$ cat src/rtl/core/tstm_pkg.sv
// Package for the touch-sample trimmed-mean unit.
// Holds field widths, the group length and the control struct shared by
// the axis accumulator and the top level. No dependencies.
`default_nettype none

package tstm_pkg;

  localparam int unsigned ByteW      = 8;
  localparam int unsigned NibbleW    = 4;
  localparam int unsigned SampleW    = 12;
  localparam int unsigned TotalW     = 16;
  localparam int unsigned CountW     = 4;
  localparam int unsigned TrimShift  = 3;
  localparam int unsigned GroupSize  = 10;
  localparam int unsigned InDataW    = 4 * ByteW;
  localparam int unsigned OutDataW   = 2 * SampleW;

  localparam logic [SampleW-1:0] SampleMax  = {SampleW{1'b1}};
  localparam logic [CountW-1:0]  LastCount  = CountW'(GroupSize - 1);

  // Control from the sequencing logic to each axis accumulator
  typedef struct packed {
    logic update;      // take the staged sample this cycle
    logic group_last;  // the staged sample closes the group
  } acc_ctrl_t;

endpackage : tstm_pkg

`default_nettype wire

$ cat src/rtl/core/tstm_axis_acc.sv
// Per-axis running minimum, maximum and sum over one group of samples.
// Produces the trimmed mean of the group including the sample being taken.
// Depends on tstm_pkg.
`default_nettype none

module tstm_axis_acc (
  input  wire logic                          clk_i,
  input  wire logic                          rst_ni,
  input  wire tstm_pkg::acc_ctrl_t           ctrl_i,
  input  wire logic [tstm_pkg::SampleW-1:0]  sample_i,
  output logic      [tstm_pkg::SampleW-1:0]  position_o
);

  logic [tstm_pkg::SampleW-1:0] least_q, least_d, least_n;
  logic [tstm_pkg::SampleW-1:0] greatest_q, greatest_d, greatest_n;
  logic [tstm_pkg::TotalW-1:0]  total_q, total_d, total_n;
  logic [tstm_pkg::TotalW-1:0]  trim_sum;

  // Fold the sample into the running extremes and sum
  always_comb begin
    least_n    = (sample_i < least_q) ? sample_i : least_q;
    greatest_n = (sample_i > greatest_q) ? sample_i : greatest_q;
    total_n    = total_q + tstm_pkg::TotalW'(sample_i);
    trim_sum   = total_n - tstm_pkg::TotalW'(least_n) - tstm_pkg::TotalW'(greatest_n);
    position_o = trim_sum[tstm_pkg::TrimShift +: tstm_pkg::SampleW];
  end

  // Advance on each taken sample, clear after the last one of a group
  always_comb begin
    least_d    = least_q;
    greatest_d = greatest_q;
    total_d    = total_q;
    if (ctrl_i.update) begin
      if (ctrl_i.group_last) begin
        least_d    = tstm_pkg::SampleMax;
        greatest_d = '0;
        total_d    = '0;
      end else begin
        least_d    = least_n;
        greatest_d = greatest_n;
        total_d    = total_n;
      end
    end
  end

  always_ff @(posedge clk_i or negedge rst_ni) begin
    if (!rst_ni) begin
      least_q    <= tstm_pkg::SampleMax;
      greatest_q <= '0;
      total_q    <= '0;
    end else begin
      least_q    <= least_d;
      greatest_q <= greatest_d;
      total_q    <= total_d;
    end
  end

endmodule : tstm_axis_acc

`default_nettype wire

$ cat src/rtl/core/touch_sample_trimmed_mean_unit.sv
// Top level of the touch-sample trimmed-mean unit: input stage, group
// counter, two axis accumulators and the result register.
// Depends on tstm_pkg and tstm_axis_acc.
//
//  channel | dir | tdata fields (low bit up)                         | extra
//  s_axis  | in  | x_high_byte 8, x_low_byte 8, y_high_byte 8,        | -
//          |     | y_low_byte 8                                      |
//  m_axis  | out | x_position 12, y_position 12                      | -
//
// One reading is taken per cycle while the input stage is not stalled; it is
// staged in an input register and folded into the accumulators as the stage
// drains. Every tenth reading loads the result register as it leaves the stage.
// A pending result stalls the input stage only when the staged reading closes
// the next group. Reset clears the counter, the accumulators and all valids.
`default_nettype none

module touch_sample_trimmed_mean_unit (
  input  wire logic                           clk_i,
  input  wire logic                           rst_ni,
  input  wire logic                           s_axis_tvalid_i,
  output logic                                s_axis_tready_o,
  // x_high_byte [7:0], x_low_byte [15:8], y_high_byte [23:16], y_low_byte [31:24]
  input  wire logic [tstm_pkg::InDataW-1:0]   s_axis_tdata_i,
  output logic                                m_axis_tvalid_o,
  input  wire logic                           m_axis_tready_i,
  // x_position [11:0], y_position [23:12]
  output logic      [tstm_pkg::OutDataW-1:0]  m_axis_tdata_o
);

  localparam int unsigned B = tstm_pkg::ByteW;

  logic                          in_accept;
  logic [tstm_pkg::SampleW-1:0]  x_sample, y_sample;
  logic                          stage_valid_q, stage_valid_d;
  logic [tstm_pkg::SampleW-1:0]  x_stage_q, y_stage_q;
  logic [tstm_pkg::CountW-1:0]   count_q, count_d;
  logic                          stage_last;
  logic                          stage_fire;
  tstm_pkg::acc_ctrl_t           acc_ctrl;
  logic [tstm_pkg::SampleW-1:0]  x_position, y_position;
  logic                          out_valid_q, out_valid_d;
  logic [tstm_pkg::OutDataW-1:0] out_data_q;

  // Assemble samples: high byte over the upper nibble of the low byte
  assign x_sample = {s_axis_tdata_i[0 +: B],
                     s_axis_tdata_i[B + tstm_pkg::NibbleW +: tstm_pkg::NibbleW]};
  assign y_sample = {s_axis_tdata_i[2*B +: B],
                     s_axis_tdata_i[3*B + tstm_pkg::NibbleW +: tstm_pkg::NibbleW]};

  // Drain the stage unless it closes a group and the result slot stays full
  assign stage_last = (count_q == tstm_pkg::LastCount);
  assign stage_fire = stage_valid_q &&
                      (!stage_last || !out_valid_q || m_axis_tready_i);
  assign s_axis_tready_o = !stage_valid_q || stage_fire;
  assign in_accept       = s_axis_tvalid_i && s_axis_tready_o;

  assign acc_ctrl.update     = stage_fire;
  assign acc_ctrl.group_last = stage_last;

  // Advance the group counter and stage valid
  always_comb begin
    count_d = count_q;
    if (stage_fire) begin
      count_d = stage_last ? '0 : count_q + 1'b1;
    end
    if (in_accept) begin
      stage_valid_d = 1'b1;
    end else if (stage_fire) begin
      stage_valid_d = 1'b0;
    end else begin
      stage_valid_d = stage_valid_q;
    end
  end

  // Hold a result until its transfer completes
  always_comb begin
    out_valid_d = out_valid_q;
    if (m_axis_tready_i) begin
      out_valid_d = 1'b0;
    end
    if (stage_fire && stage_last) begin
      out_valid_d = 1'b1;
    end
  end

  always_ff @(posedge clk_i or negedge rst_ni) begin
    if (!rst_ni) begin
      stage_valid_q <= 1'b0;
      count_q       <= '0;
      out_valid_q   <= 1'b0;
    end else begin
      stage_valid_q <= stage_valid_d;
      count_q       <= count_d;
      out_valid_q   <= out_valid_d;
    end
  end

  // Payload registers
  always_ff @(posedge clk_i) begin
    if (in_accept) begin
      x_stage_q <= x_sample;
      y_stage_q <= y_sample;
    end
    if (stage_fire && stage_last) begin
      out_data_q <= {y_position, x_position};
    end
  end

  tstm_axis_acc u_x_acc (
    .clk_i      (clk_i),
    .rst_ni     (rst_ni),
    .ctrl_i     (acc_ctrl),
    .sample_i   (x_stage_q),
    .position_o (x_position)
  );

  tstm_axis_acc u_y_acc (
    .clk_i      (clk_i),
    .rst_ni     (rst_ni),
    .ctrl_i     (acc_ctrl),
    .sample_i   (y_stage_q),
    .position_o (y_position)
  );

  assign m_axis_tvalid_o = out_valid_q;
  assign m_axis_tdata_o  = out_data_q;

endmodule : touch_sample_trimmed_mean_unit

`default_nettype wire

$ cat config.mk
export PLATFORM = sky130hd
export DESIGN_NAME = touch_sample_trimmed_mean_unit
export DESIGN_NICKNAME = d
export VERILOG_FILES = /design/src/rtl/core/tstm_pkg.sv /design/src/rtl/core/tstm_axis_acc.sv /design/src/rtl/core/touch_sample_trimmed_mean_unit.sv
export SDC_FILE = /design/constraint.sdc
export NUM_CORES = 1
export LEC_CHECK = 0
export BUFFER_PORTS_ARGS = -buffer_cell sky130_fd_sc_hd__clkbuf_2
export CAP_MARGIN = 20
export CELL_PAD_IN_SITES_DETAIL_PLACEMENT = 1
export CELL_PAD_IN_SITES_GLOBAL_PLACEMENT = 2
export CORE_AREA = 2 2 190 117
export DETAILED_ROUTE_END_ITERATION = 8
export DIE_AREA = 0 0 192 119
export PLACE_DENSITY = 0.86
export RECOVER_POWER = 25
export REMOVE_ABC_BUFFERS = 1
export SYNTH_ARGS = -nofsm -noshare
export SYNTH_HDL_FRONTEND = slang
export SYNTH_HIERARCHICAL = 1
export SYNTH_SLANG_ARGS = --single-unit
$ cat constraint.sdc
create_clock -name clk_i -period 7.2 [get_ports clk_i]
set_input_delay 0.36 -clock clk_i [delete_from_list [all_inputs] [get_ports clk_i]]
set_output_delay 0.36 -clock clk_i [all_outputs]
set_load 0.02 [all_outputs]
After elaboration in Yosys (flattened, before gate mapping)
Index checks and enable logic that the tools add are counted.

Register bits after elaboration: 134. Output and inout port bits: 26.

$add $sub $neg: 7. Order comparisons: 4. Eq/ne operators: 1. Muxes and demuxes: 15. Reduce and logical (&&, ||, !) cells: 11.

Operator list (number): two-way mux 12 bit (8); subtractor 15 x 12 -> 15 bit (4); adder 16 x 12 -> 16 bit (2); two-way mux 16 bit (2); greater-than comparator 12 bit (2); less-than comparator 12 bit (2); adder 4 x 1 -> 4 bit, second input constant (1); == test 4 bit, second input constant (1); two-way mux 1 bit (4); two-way mux 4 bit (1); nonzero test 2 bit (2); logical AND 1 bit (3); zero test 1 bit (3); logical OR 1 bit (3).

Longest topological paths before layout
Gate-level depths: netlist of run 1.

Depth in word-level cells: 8. Mapped depth: 21.

By module
The synthesis of run 1 kept the hierarchy.

Modules (own cells, without submodules): tstm_axis_acc (u_y_acc) (times used 1, cells each 402, area each 3753.6 um^2); tstm_axis_acc (u_x_acc) (times used 1, cells each 384, area each 3702.3 um^2); touch_sample_trimmed_mean_unit (times used 1, cells each 75, area each 1742.9 um^2).

Worst setup path before layout of run 1
Ideal clock, no wire load.

Path type: reg-to-reg. Start: register u_x_acc/least_q[5] in the netlist's numbering. End: register out_data_q (netlist bit m_axis_tdata_o[11]), data pin. Setup time: 268 ps. Arrival: 4422 ps. Data required time: 6932 ps. Path slack: 2510 ps. Cell stages (with the launch flop): 21. Path buffers: 1. Clock period less this slack: 4690 ps. Path through: dfstp_2 > inv_1 > ha_1 > a21o_1 > a21oi_1 > nor2b_1 > o21ai_0 > o211ai_2 > a21oi_2 > buf_4 > mux2_2 > fa_1 > inv_1 > ha_1 > a21o_1 > a21oi_1 > nor3b_1 > o311ai_2 > a21boi_2 > nor3b_2 > xnor3_1.

Longest elaborated chain between the ends: 4.

RTL lines: start, declared (RTL line tstm_axis_acc.sv:14) `logic [tstm_pkg::SampleW-1:0] least_q, least_d, least_n;`; start signal, assigned (RTL line tstm_axis_acc.sv:48) `least_q <= tstm_pkg::SampleMax;`; start signal, assigned (RTL line tstm_axis_acc.sv:52) `least_q <= least_d;`; less-than comparator 12 bit (RTL line tstm_axis_acc.sv:21) `least_n = (sample_i < least_q) ? sample_i : least_q;`; two-way mux 12 bit (*) (RTL line tstm_axis_acc.sv:21); subtractor 15 x 12 -> 15 bit (*) (2 in a row) (RTL line tstm_axis_acc.sv:24) `trim_sum = total_n - tstm_pkg::TotalW'(least_n) - tstm_pkg::TotalW'(greatest_n);`; net x_position (one bit) (RTL line touch_sample_trimmed_mean_unit.sv:40) `logic [tstm_pkg::SampleW-1:0] x_position, y_position;`; end signal, assigned (RTL line touch_sample_trimmed_mean_unit.sv:105) `out_data_q <= {y_position, x_position};`; end, declared (RTL line touch_sample_trimmed_mean_unit.sv:42) `logic [tstm_pkg::OutDataW-1:0] out_data_q;`.

The timed path passes the listed nets; every way through them passes the cells marked *. A chain may end at the register's enable or synchronous reset.

Worst setup path after layout of run 1
Ends and elaborated chain as after synthesis.

==> summary.md, run 1 <==
| Metric | Value |
|---|---|
| Initial antenna violation count | `0` |
| DR WL/cell | `19.7 µm` |
| Worst R2R Start | `u_x_acc/least_q[5]` |
| Status | `finished, violations left` |
| Final slew viol count | `41` |
| WL final | `24,000 µm` |
| Vias | `6,637` |
| Setup Buffers After CTS | `0` |
| Synth Instances | `861` |
| DRT Pass-1 Iters | `5` |
| DP HPWL | `18,400 µm` |
| Synthesis Warnings | `6` |
| Number of synthesized flops with an enable pin | `48` |
| Area contributors post-synth | `dfrtp_1, edfxtp_1, ha_1` |
| Die Y | `119 µm` |
| Area delta synth->final | `12.9%` |
| Sequential area share after synthesis | `0.388` |
| Pre-CTS worst setup slack | `1.53 ns` |
| Violated checks | `capacitance limit, slew limit` |
| CP Cell Sequence | `inv_1 > ha_1 > a21o_1 > a21oi_1 > nor2b_1 > o21ai_0 > o211ai_2 > a21oi_2 > mux2_2 > fa_1 > inv_1 > ha_1 > nand3_1 > a2111oi_2 > o311ai_2 > a21boi_2 > nor3b_2 > xnor3_1` |
| GP Congestion | `0.817` |
| Initial DRC Count | `325` |
| Global-route wire length before repair | `38,500 µm` |
| Netlist cell types | `73` |
| WP data arrival | `5.92 ns` |
| Ys flop type | `dfrtp_1` |
| Num CTS Buffers | `17` |
| Post-route ant nets | `0` |
| Worst r2r path cells | `18` |
| DR DRC count | `0` |
| Setup TNS Final | `0 ns` |
| Antenna cell count | `0` |
| Worst min path class | `input port to flip-flop` |
| Worst setup path class | `flip-flop to flip-flop` |
| PostCTS Resize Cnt | `0` |
| Final worst path period share | `0.799` |
| Worst R2R Setup Slack | `1.45 ns` |
| Worst Skew | `0.0184 ns` |
| Unrepaired setup endpoints after global routing | `no` |
| Width of the die | `192 µm` |
| CTS sink cnt | `132` |
| # IOs | `62` |
| Layout cells sized above 1 | `0.187` |
| Achievable Freq | `174 MHz` |
| Slowest stage delay, CP | `0.69 ns` |
| CTS tree | `done` |
| Reg-to-reg critical path endpoint | `m_axis_tdata_o[11]` |
| Critical path's slowest cell | `a21oi_2` |
| Setup WS post-layout | `1.45 ns` |
| Fin crit period | `5.75 ns` |
| Overflow after GRT | `0` |
| Hold-fix buffers, CTS | `1` |
| CTS HTree Levels | `4` |
| Avg Inst Size Synth | `10.7 µm²` |
| Synth Cell Area | `0.00920 mm²` |
| Post-synth top area share | `0.163` |
| Starting Density | `0.429` |
| Clock Pin Slew Worst Setup and Hold Paths | `0.06 ns` |
| Clock Tree Buf Depth | `2` |
| Endpoints failing setup | `0` |
| Layout Nets | `1,078` |
| Root Buffer | `clkbuf_16` |
| Leading area contributor after synthesis | `dfrtp_1` |
| Final Hold Violating Endpoints | `0` |
| Core area | `0.0214 mm²` |
| Largest net degree at the start of global routing | `46` |
| PortBufs | `53` |
| Cell Rows | `42` |
| Via density | `5.44` |
| Crit. path cell count | `18` |
| Max cap viols | `1` |
| Req. time, crit path | `7.37 ns` |
| Slew HR | `-0.742` |
| CP endpoint kind | `flip-flop` |
| Filler cells | `2,360` |
| Footprint of the multi-input gates | `0.00505 mm²` |
| Buf/Inv on CP | `2` |
| Vias in the first global route | `6,811` |
| Cell family with most CP delay | `compound AO/OA/AOI/OAI gates` |
| Worst Path Max Fanout | `12` |
| Async SR Flop Fraction | `0.636` |
| Critical Path Start | `u_x_acc/least_q[5]` |
| FF+latch area | `0.00357 mm²` |
| Worst-margin pin slew | `2.61 ns` |
| Number of synthesized register bits | `132` |
| Clk_lat worst skew | `0.44 ns` |
| Gr usage total | `0.222` |
| Worst setup SP type | `flip-flop` |
| Min-delay src | `s_axis_tdata_i[17]` |
| Die footprint | `0.0228 mm²` |
| Setup crit end | `m_axis_tdata_o[11]` |
## kinds of logic after synthesis
| group | count (synthesis) | synth area share |
|---|---|---|
| compound gates | 234 | 0.191 |
| simple gates | 153 | 0.0894 |
| buf+inv | 144 | 0.0631 |
| flops | 132 | 0.388 |
| fa+ha+maj | 120 | 0.181 |
| xor+xnor | 41 | 0.0428 |
| mux | 37 | 0.0445 |
## registers in the layout, indices dropped and copies added (netlist names)
register,flops
u_y_acc/total_q,15
u_x_acc/least_q,12
y_stage_q,12
m_axis_tvalid_o,1
u_x_acc/total_q,15
u_x_acc/greatest_q,12
u_y_acc/greatest_q,12
x_stage_q,12
stage_valid_q,1
count_q,4
m_axis_tdata_o,24
u_y_acc/least_q,12
## metrics by stage
| stage | util | std cells | hold slack, ns | instance area [µm²] |
|---|---|---|---|---|
| 6_report | 0.485 | 1221 | 0.0983 | 10400 |
| 4_1_cts | 0.485 | 1221 | 0.0787 | 10400 |
| 2_1_floorplan | - | 842 | 0.0644 | 9090 |
| 3_3_place_gp | 0.456 | 1188 | 0.401 | 9770 |
| 5_1_grt | 0.485 | 1221 | 0.0773 | 10400 |
| 3_5_place_dp | 0.456 | 1188 | 0.405 | 9770 |
## routing by layer
layer	part of all wire	vias up	GRT usage
met3	0.048	10	0.0504
met2	0.38	109	0.287
met5	0	-	0
met4	0.0050	0	0.0549
met1	0.57	3312	0.364
li1	-	3206	-
## how the worst min path moves through the flow
stage	end	depth (start not counted)
after CTS	y_stage_q[6]	1
after detailed placement	u_y_acc/total_q[14]	1
after global routing	x_stage_q[7]	1
final	y_stage_q[5]	1
after floorplan	count_q[0]	0
after global placement	u_y_acc/total_q[14]	1
## cells in the final DEF (no fill, tap or decap), types with 20 or more instances in the layout
cell,n
inv_1,125
ha_1,98
dfrtp_1,60
edfxtp_1,48
a21oi_1,43
clkbuf_2,40
nand2_1,39
o21ai_0,38
mux2_2,31
nor2_1,29
xnor2_1,24
o22a_1,24
dfstp_2,24
fa_1,22
nor2b_1,20
a21o_1,20
## worst register-to-register path, delay by kind of cell, from the launching register on
| kind | cells | cell delay (ns) |
|---|---|---|
| flops | 1 | 0.54 |
| xor+xnor | 1 | 0.34 |
| buf+inv | 2 | 0.09 |
| simple gates | 3 | 0.31 |
| fa+ha+maj | 3 | 1.17 |
| mux | 1 | 0.43 |
| compound gates | 8 | 2.64 |
## synthesized netlist by cell type, drive strengths merged, types with 20 or more instances
| cell type | n |
|---|---|
| inv | 125 |
| ha | 98 |
| dfrtp | 60 |
| a21oi | 51 |
| edfxtp | 48 |
| o21ai | 44 |
| nand2 | 39 |
| mux2 | 31 |
| nor2 | 30 |
| xnor2 | 25 |
| dfstp | 24 |
| o22a | 24 |
| fa | 22 |
| nor2b | 21 |
| a21o | 20 |
## final cells by class
class	instances	share of cell area
repair buffers	61	0.0300
flip-flops and latches	132	0.344
well taps	286	0.0344
multi-input cells	585	0.486
clock inverters	13	0.0165
inverters	125	0.0452
clock buffers	19	0.0437
Power of run 1 is left out: the tool's default activity adds up to more than one toggle a clock period on the data nets, which glitch-free logic cannot reach.
==> inputs of run 2 (changes only) <==
Settings changed: CORE_AREA 2 2 190 117 to 2 2 207 128, DIE_AREA 0 0 192 119 to 0 0 209 130, PLACE_DENSITY 0.86 to 0.77.
Clock period 7.2 ns to 4.8 ns, I/O delays scaled along.
==> summary.md, run 2 (synthesis results as in run 1) <==
| Metric | Value |
|---|---|
| DRT Pass-1 Iters | `4 (-1)` |
| Slew HR | `-0.478 (+0.263)` |
| WL final | `26,800 µm (+12%)` |
| Req. time, crit path | `4.97 ns (-2.40 ns)` |
| Slowest stage delay, CP | `0.54 ns (-0.15 ns)` |
| Clock Tree Buf Depth | `2 (unchanged)` |
| Finished Core Util | `0.458 (-0.0270)` |
| Most frequent cells in the layout | `inv_1, ha_1, buf_4` |
| Worst R2R Start | `x_stage_q[9]` |
| GP Congestion | `0.790 (-3.3%)` |
| DP HPWL | `19,800 µm (+7.1%)` |
| Endpoints failing setup | `0 (unchanged)` |
| # IOs | `62 (unchanged)` |
| Pre-CTS worst setup slack | `-0.335 ns (-1.87 ns)` |
| Min-delay src | `s_axis_tdata_i[28]` |
| Fin crit period | `4.67 ns (-1.08 ns)` |
| Final Hold Violating Endpoints | `0 (unchanged)` |
| Final worst path period share | `0.972 (+0.174)` |
| Cell Rows | `46 (+9.5%)` |
| Critical path's slowest cell | `fa_1` |
| DR DRC count | `0 (unchanged)` |
| Worst Path Max Fanout | `6 (-6)` |
| CTS tree | `done` |
| Gr usage total | `0.203 (-0.0190)` |
| Die Y | `130 µm (+9.2%)` |
| Status | `finished, violations left` |
| Area delta synth->final | `27.4%` |
| Post-route ant nets | `0 (unchanged)` |
| Layout cells sized above 1 | `0.290 (+0.103)` |
| Worst min path class | `input port to flip-flop` |
| Starting Density | `0.359 (-0.0699)` |
| Buf/Inv on CP | `6 (+4)` |
| Violated checks | `capacitance limit, slew limit` |
| Largest net degree at the start of global routing | `49 (+6.5%)` |
| Clock Pin Slew Worst Setup and Hold Paths | `0.06 ns (about the same)` |
| Global-route wire length before repair | `41,800 µm (+8.6%)` |
| DR WL/cell | `19.5 µm (-1.0%)` |
| Worst setup path class | `flip-flop to flip-flop` |
| Layout Nets | `1,183 (+9.7%)` |
| PortBufs | `53 (unchanged)` |
| Worst setup SP type | `flip-flop` |
| Final slew viol count | `38 (-7.3%)` |
| Max cap viols | `1 (unchanged)` |
| CP Cell Sequence | `buf_4 > ha_1 > o21a_1 > o21ai_0 > inv_1 > a21oi_2 > buf_6 > buf_12 > mux2_2 > fa_1 > inv_1 > ha_4 > buf_4 > a21oi_4 > o21ai_2 > o311ai_4 > a21boi_2 > nor3b_2 > xnor3_1` |
| Worst-margin pin slew | `2.22 ns (-0.395 ns)` |
| Initial DRC Count | `333 (+2.5%)` |
| Setup TNS Final | `0 ns (unchanged)` |
| Worst Skew | `0.0118 ns (-0.00661 ns)` |
| WP data arrival | `4.84 ns (-1.08 ns)` |
| Via density | `5.11 (-6.0%)` |
| Die footprint | `0.0272 mm² (+19%)` |
| Cell family with most CP delay | `compound AO/OA/AOI/OAI gates` |
| CP endpoint kind | `flip-flop` |
| Root Buffer | `clkbuf_16` |
| Num CTS Buffers | `17 (unchanged)` |
| Commonest non-fill, non-tap cell in the layout | `inv_1` |
| Achievable Freq | `214 MHz (+23%)` |
| Clk_lat worst skew | `0.44 ns (about the same)` |
| CTS HTree Levels | `4 (unchanged)` |
| Vias | `7,034 (+6.0%)` |
| Vias in the first global route | `7,331 (+7.6%)` |
| Antenna cell count | `0 (unchanged)` |
| Initial antenna violation count | `0 (unchanged)` |
| CTS sink cnt | `132 (unchanged)` |
| Setup WS post-layout | `0.133 ns (-1.32 ns)` |
| Overflow after GRT | `0 (unchanged)` |
| Width of the die | `209 µm (+8.9%)` |
| Number of flip-flops in the largest register | `24 (unchanged)` |
| Critical Path Start | `x_stage_q[9]` |
| Core area | `0.0256 mm² (+19%)` |
run 2: what timing repair did:
item                       in CTS  in global routing
gates resized for setup        17                 57
setup endpoints to repair       5                 10
hold endpoints to repair       53                  0
setup buffers                   5                 12
pin swaps                       6                 38
hold buffers                   25                  0
run 2: metrics by stage:
stage | area [µm²] | hold WS, ns | cells
after CTS | 11300 | 0.00705 | 1365
after global placement | 10300 | 0.264 | 1303
after detailed placement | 10300 | 0.265 | 1303
final | 11700 | 0.0784 | 1376
after floorplan | 9090 | -0.0556 | 842
after global routing | 11700 | 0.0562 | 1376
run 2: worst paths after layout:
check,end,slack (ns),cells past startpoint
worst max-delay path,m_axis_tdata_o[11],0.13,19
worst min-delay path,y_stage_q[0],0.08,1
worst max register to register,m_axis_tdata_o[11],0.13,19
worst min register to register,u_x_acc/total_q[14],0.49,1
max in group asynchronous,u_x_acc/total_q[0],2.09,3
min in group asynchronous,u_y_acc/greatest_q[10],1.00,2
run 2: final cells by class:
class,instances,area [µm²]
fill,2799,13900
multi-input combinational,585,5420
sequential,132,3570
timing repair buffer,166,1200
inverter,125,469
clock buffer,18,439
tap,336,420
clock inverter,14,190
run 2: per-layer routing:
| layer | track usage | part of all wire | up-vias |
|---|---|---|---|
| met5 | 0 | 0 | - |
| met4 | 0.0408 | 0.0072 | 0 |
| met3 | 0.0378 | 0.046 | 16 |
| met2 | 0.273 | 0.38 | 133 |
| met1 | 0.330 | 0.56 | 3468 |
| li1 | - | - | 3417 |
run 2: worst register-to-register path: stages (launching register included):
cell,delay [ns]
edfxtp_1,0.46
buf_4,0.20
ha_1,0.30
o21a_1,0.18
o21ai_0,0.24
inv_1,0.13
a21oi_2,0.16
buf_6,0.16
buf_12,0.12
mux2_2,0.34
fa_1,0.54
inv_1,0.07
ha_4,0.24
buf_4,0.15
a21oi_4,0.15
o21ai_2,0.09
o311ai_4,0.32
a21boi_2,0.12
nor3b_2,0.19
xnor3_1,0.25
Power of run 2 is left out for the same reason.
==> inputs of run 3 (changes only) <==
Settings changed: ABC_AREA from default to 1, CORE_AREA 2 2 207 128 to 2 2 232 143, DIE_AREA 0 0 209 130 to 0 0 234 145.
==> summary.md, run 3 <==
| Metric | Value |
|---|---|
| Final slew viol count | `61 (+61%)` |
| Starting Density | `0.325 (-0.0342)` |
| Vias in the first global route | `9,019 (+23%)` |
| Status | `finished, violations left` |
| CP endpoint kind | `flip-flop` |
| Final Hold Violating Endpoints | `0 (unchanged)` |
| Pre-CTS worst setup slack | `0.543 ns (+0.878 ns)` |
| Width of the die | `234 µm (+12%)` |
| Netlist cell types | `37 (-49%)` |
| Setup Buffers After CTS | `0 (-5)` |
| Setup WS post-layout | `0.485 ns (+0.352 ns)` |
| Worst-margin pin slew | `3.81 ns (+1.59 ns)` |
| Initial antenna violation count | `0 (unchanged)` |
| Overflow after GRT | `0 (unchanged)` |
| Synthesis Warnings | `6 (unchanged)` |
| Worst Skew | `0.00855 ns (-0.00322 ns)` |
| Worst R2R Setup Slack | `0.48 ns (+0.35 ns)` |
| Fin crit period | `4.32 ns (-0.352 ns)` |
| Worst r2r path cells | `18 (-1)` |
| Achievable Freq | `232 MHz (+8.1%)` |
| Num CTS Buffers | `17 (unchanged)` |
| Number of synthesized flops with an enable pin | `48 (unchanged)` |
| CTS sink cnt | `132 (unchanged)` |
| Top Metal Used | `met4` |
| Via density | `4.77 (-6.7%)` |
| Layout cells sized above 1 | `0.111 (-0.179)` |
| Async SR Flop Fraction | `0.636 (unchanged)` |
| Die Y | `145 µm (+12%)` |
| CTS HTree Levels | `4 (unchanged)` |
| Slew HR | `-1.54 (-1.06)` |
| Unrepaired setup endpoints after global routing | `no` |
| Worst setup path class | `flip-flop to flip-flop` |
| Clock Pin Slew Worst Setup and Hold Paths | `0.07 ns (about the same)` |
| Placed cell area | `0.0111 mm² (+7.7%)` |
| DP HPWL | `25,500 µm (+29%)` |
| Ys flop type | `dfrtp_1` |
| Hold Path Stages | `4 (+3)` |
| DRT met1 WL | `19,200 µm (+27%)` |
| Antenna cell count | `0 (unchanged)` |
| Synth Instances | `1,366 (+59%)` |
| Metal2 WL | `12,100 µm (+19%)` |
| Most frequent cells in the layout | `nand2_1, inv_1, nand3_1` |
| Avg Inst Size Synth | `7.57 µm² (-29%)` |
| Clock Tree Buf Depth | `2 (unchanged)` |
| Top-count cell post-synth | `nand2_1` |
| DR DRC count | `0 (unchanged)` |
| Setup TNS Final | `0 ns (unchanged)` |
| CTS tree | `done` |
| Post-synth top cells | `nand2_1, inv_1, nand3_1` |
| Largest net degree at the start of global routing | `61 (+24%)` |
| Root Buffer | `clkbuf_16` |
| DRT Pass-1 Iters | `7 (+3)` |
| Leading area contributor after synthesis | `nand2_1` |
| Area contributors post-synth | `nand2_1, dfrtp_1, edfxtp_1` |
| Post-route ant nets | `0 (unchanged)` |
| Vias | `9,031 (+28%)` |
| DR WL/cell | `17.4 µm (-11%)` |
| Post-synth top area share | `0.149 (-0.0141)` |
| Die footprint | `0.0339 mm² (+25%)` |
| Core area | `0.0318 mm² (+24%)` |
| Global-route wire length before repair | `52,200 µm (+25%)` |
| Area delta synth->final | `16.0%` |
| Worst setup SP type | `flip-flop` |
| Cell area after layout | `0.0120 mm² (+2.4%)` |
| Worst min path class | `input port to flip-flop` |
| Worst Path Max Fanout | `13 (+7)` |
| Met3 wire length | `1400 µm (+13%)` |
| Number of synthesized register bits | `132 (unchanged)` |
| Req. time, crit path | `5.00 ns (+0.03 ns)` |
| Cell Rows | `51 (+11%)` |
| Commonest non-fill, non-tap cell in the layout | `nand2_1` |
| # IOs | `62 (unchanged)` |
| Synth Cell Area | `0.0103 mm² (+12%)` |
| Violated checks | `capacitance limit, slew limit` |
| Final worst path period share | `0.899 (-0.0733)` |
| GP Congestion | `0.865 (+9.5%)` |
| WP data arrival | `4.52 ns (-0.32 ns)` |
| Number of flip-flops in the largest register | `24 (unchanged)` |
| Endpoints failing setup | `0 (unchanged)` |
| Sequential area share after synthesis | `0.345 (-0.0431)` |
| Initial DRC Count | `558 (+68%)` |
| WL final | `32,900 µm (+23%)` |
| Gr usage total | `0.202 (-0.00113)` |
| PortBufs | `53 (unchanged)` |
| PostCTS Resize Cnt | `0 (-17)` |
| Layout Nets | `1,612 (+36%)` |
| Max cap viols | `1 (unchanged)` |
| Clk_lat worst skew | `0.44 ns (about the same)` |
==> run 3: cell count changes after synthesis, moves of 11 or more <==
cell	before	now
nor2b_1	20	0
mux2_2	31	0
o22a_1	24	0
nand2_2	0	14
a21o_1	20	4
and2_1	3	30
nand2_1	39	411
nand3_1	14	137
o2bb2ai_1	11	0
a32o_1	13	0
inv_1	125	236
nor2_1	30	49
==> run 3: layout make-up <==
type | count | area, µm²
fillers | 3909 | 19800
multi-input cells | 969 | 5720
flip-flops and latches | 132 | 3570
inverters | 239 | 897
repair buffers | 97 | 674
well taps | 424 | 531
clock buffers | 17 | 425
clock inverters | 15 | 179
==> run 3: final timing paths <==
kind                                         from                endpoint
max                                  y_stage_q[3]      m_axis_tdata_o[23]
min                               m_axis_tready_i         m_axis_tvalid_o
max reg2reg                          y_stage_q[3]      m_axis_tdata_o[23]
min reg2reg                u_y_acc/greatest_q[11]  u_y_acc/greatest_q[11]
max in group asynchronous                  rst_ni  u_x_acc/greatest_q[11]
min in group asynchronous                  rst_ni           stage_valid_q
==> run 3: logic make-up (layout without fill, tap and decap cells) <==
kind of cell | Yosys count | count (layout) | share of synthesized area
AO/OA/AOI/OAI | 122 | 122 | 0.0657
AND/OR/NAND/NOR | 688 | 688 | 0.294
flip-flops | 132 | 132 | 0.345
buffers and inverters | 265 | 368 | 0.101
XOR/XNOR | 39 | 39 | 0.0330
adder cells (fa/ha/maj) | 120 | 120 | 0.161
==> run 3: worst max-delay path, cell delays in order, from the launching register on <==
cell	delay, ns
edfxtp_1	0.55
ha_1	0.38
a21oi_1	0.15
nand2_1	0.08
nand2_2	0.24
nand2_2	0.26
nand2_1	0.16
nand2_1	0.23
fa_1	0.60
inv_1	0.04
ha_1	0.35
a21oi_1	0.25
o21ai_0	0.16
nor2_2	0.20
nor2_1	0.07
nor2_1	0.17
nand2_2	0.08
nand2_1	0.06
nand2_1	0.04
==> run 3: stage by stage <==
stage,utilization,hold slack [ns],cells
final,0.377,0.105,1893
after global routing,0.377,0.114,1893
after CTS,0.377,0.0812,1892
after detailed placement,0.349,0.419,1834
after global placement,0.349,0.416,1834
after floorplan,-,-0.0556,1340
==> run 3: what timing repair did <==
action                     in CTS  in global routing
hold buffers                   26                  0
setup endpoints to repair       0                  0
hold endpoints to repair       66                  0
==> run 3: per-layer routing <==
layer / global-route usage / up-vias
met5: 0 / -
met4: 0.0364 / 0
met3: 0.0399 / 14
met2: 0.257 / 126
met1: 0.340 / 4359
li1: - / 4532
Power of run 3 is left out for the same reason.
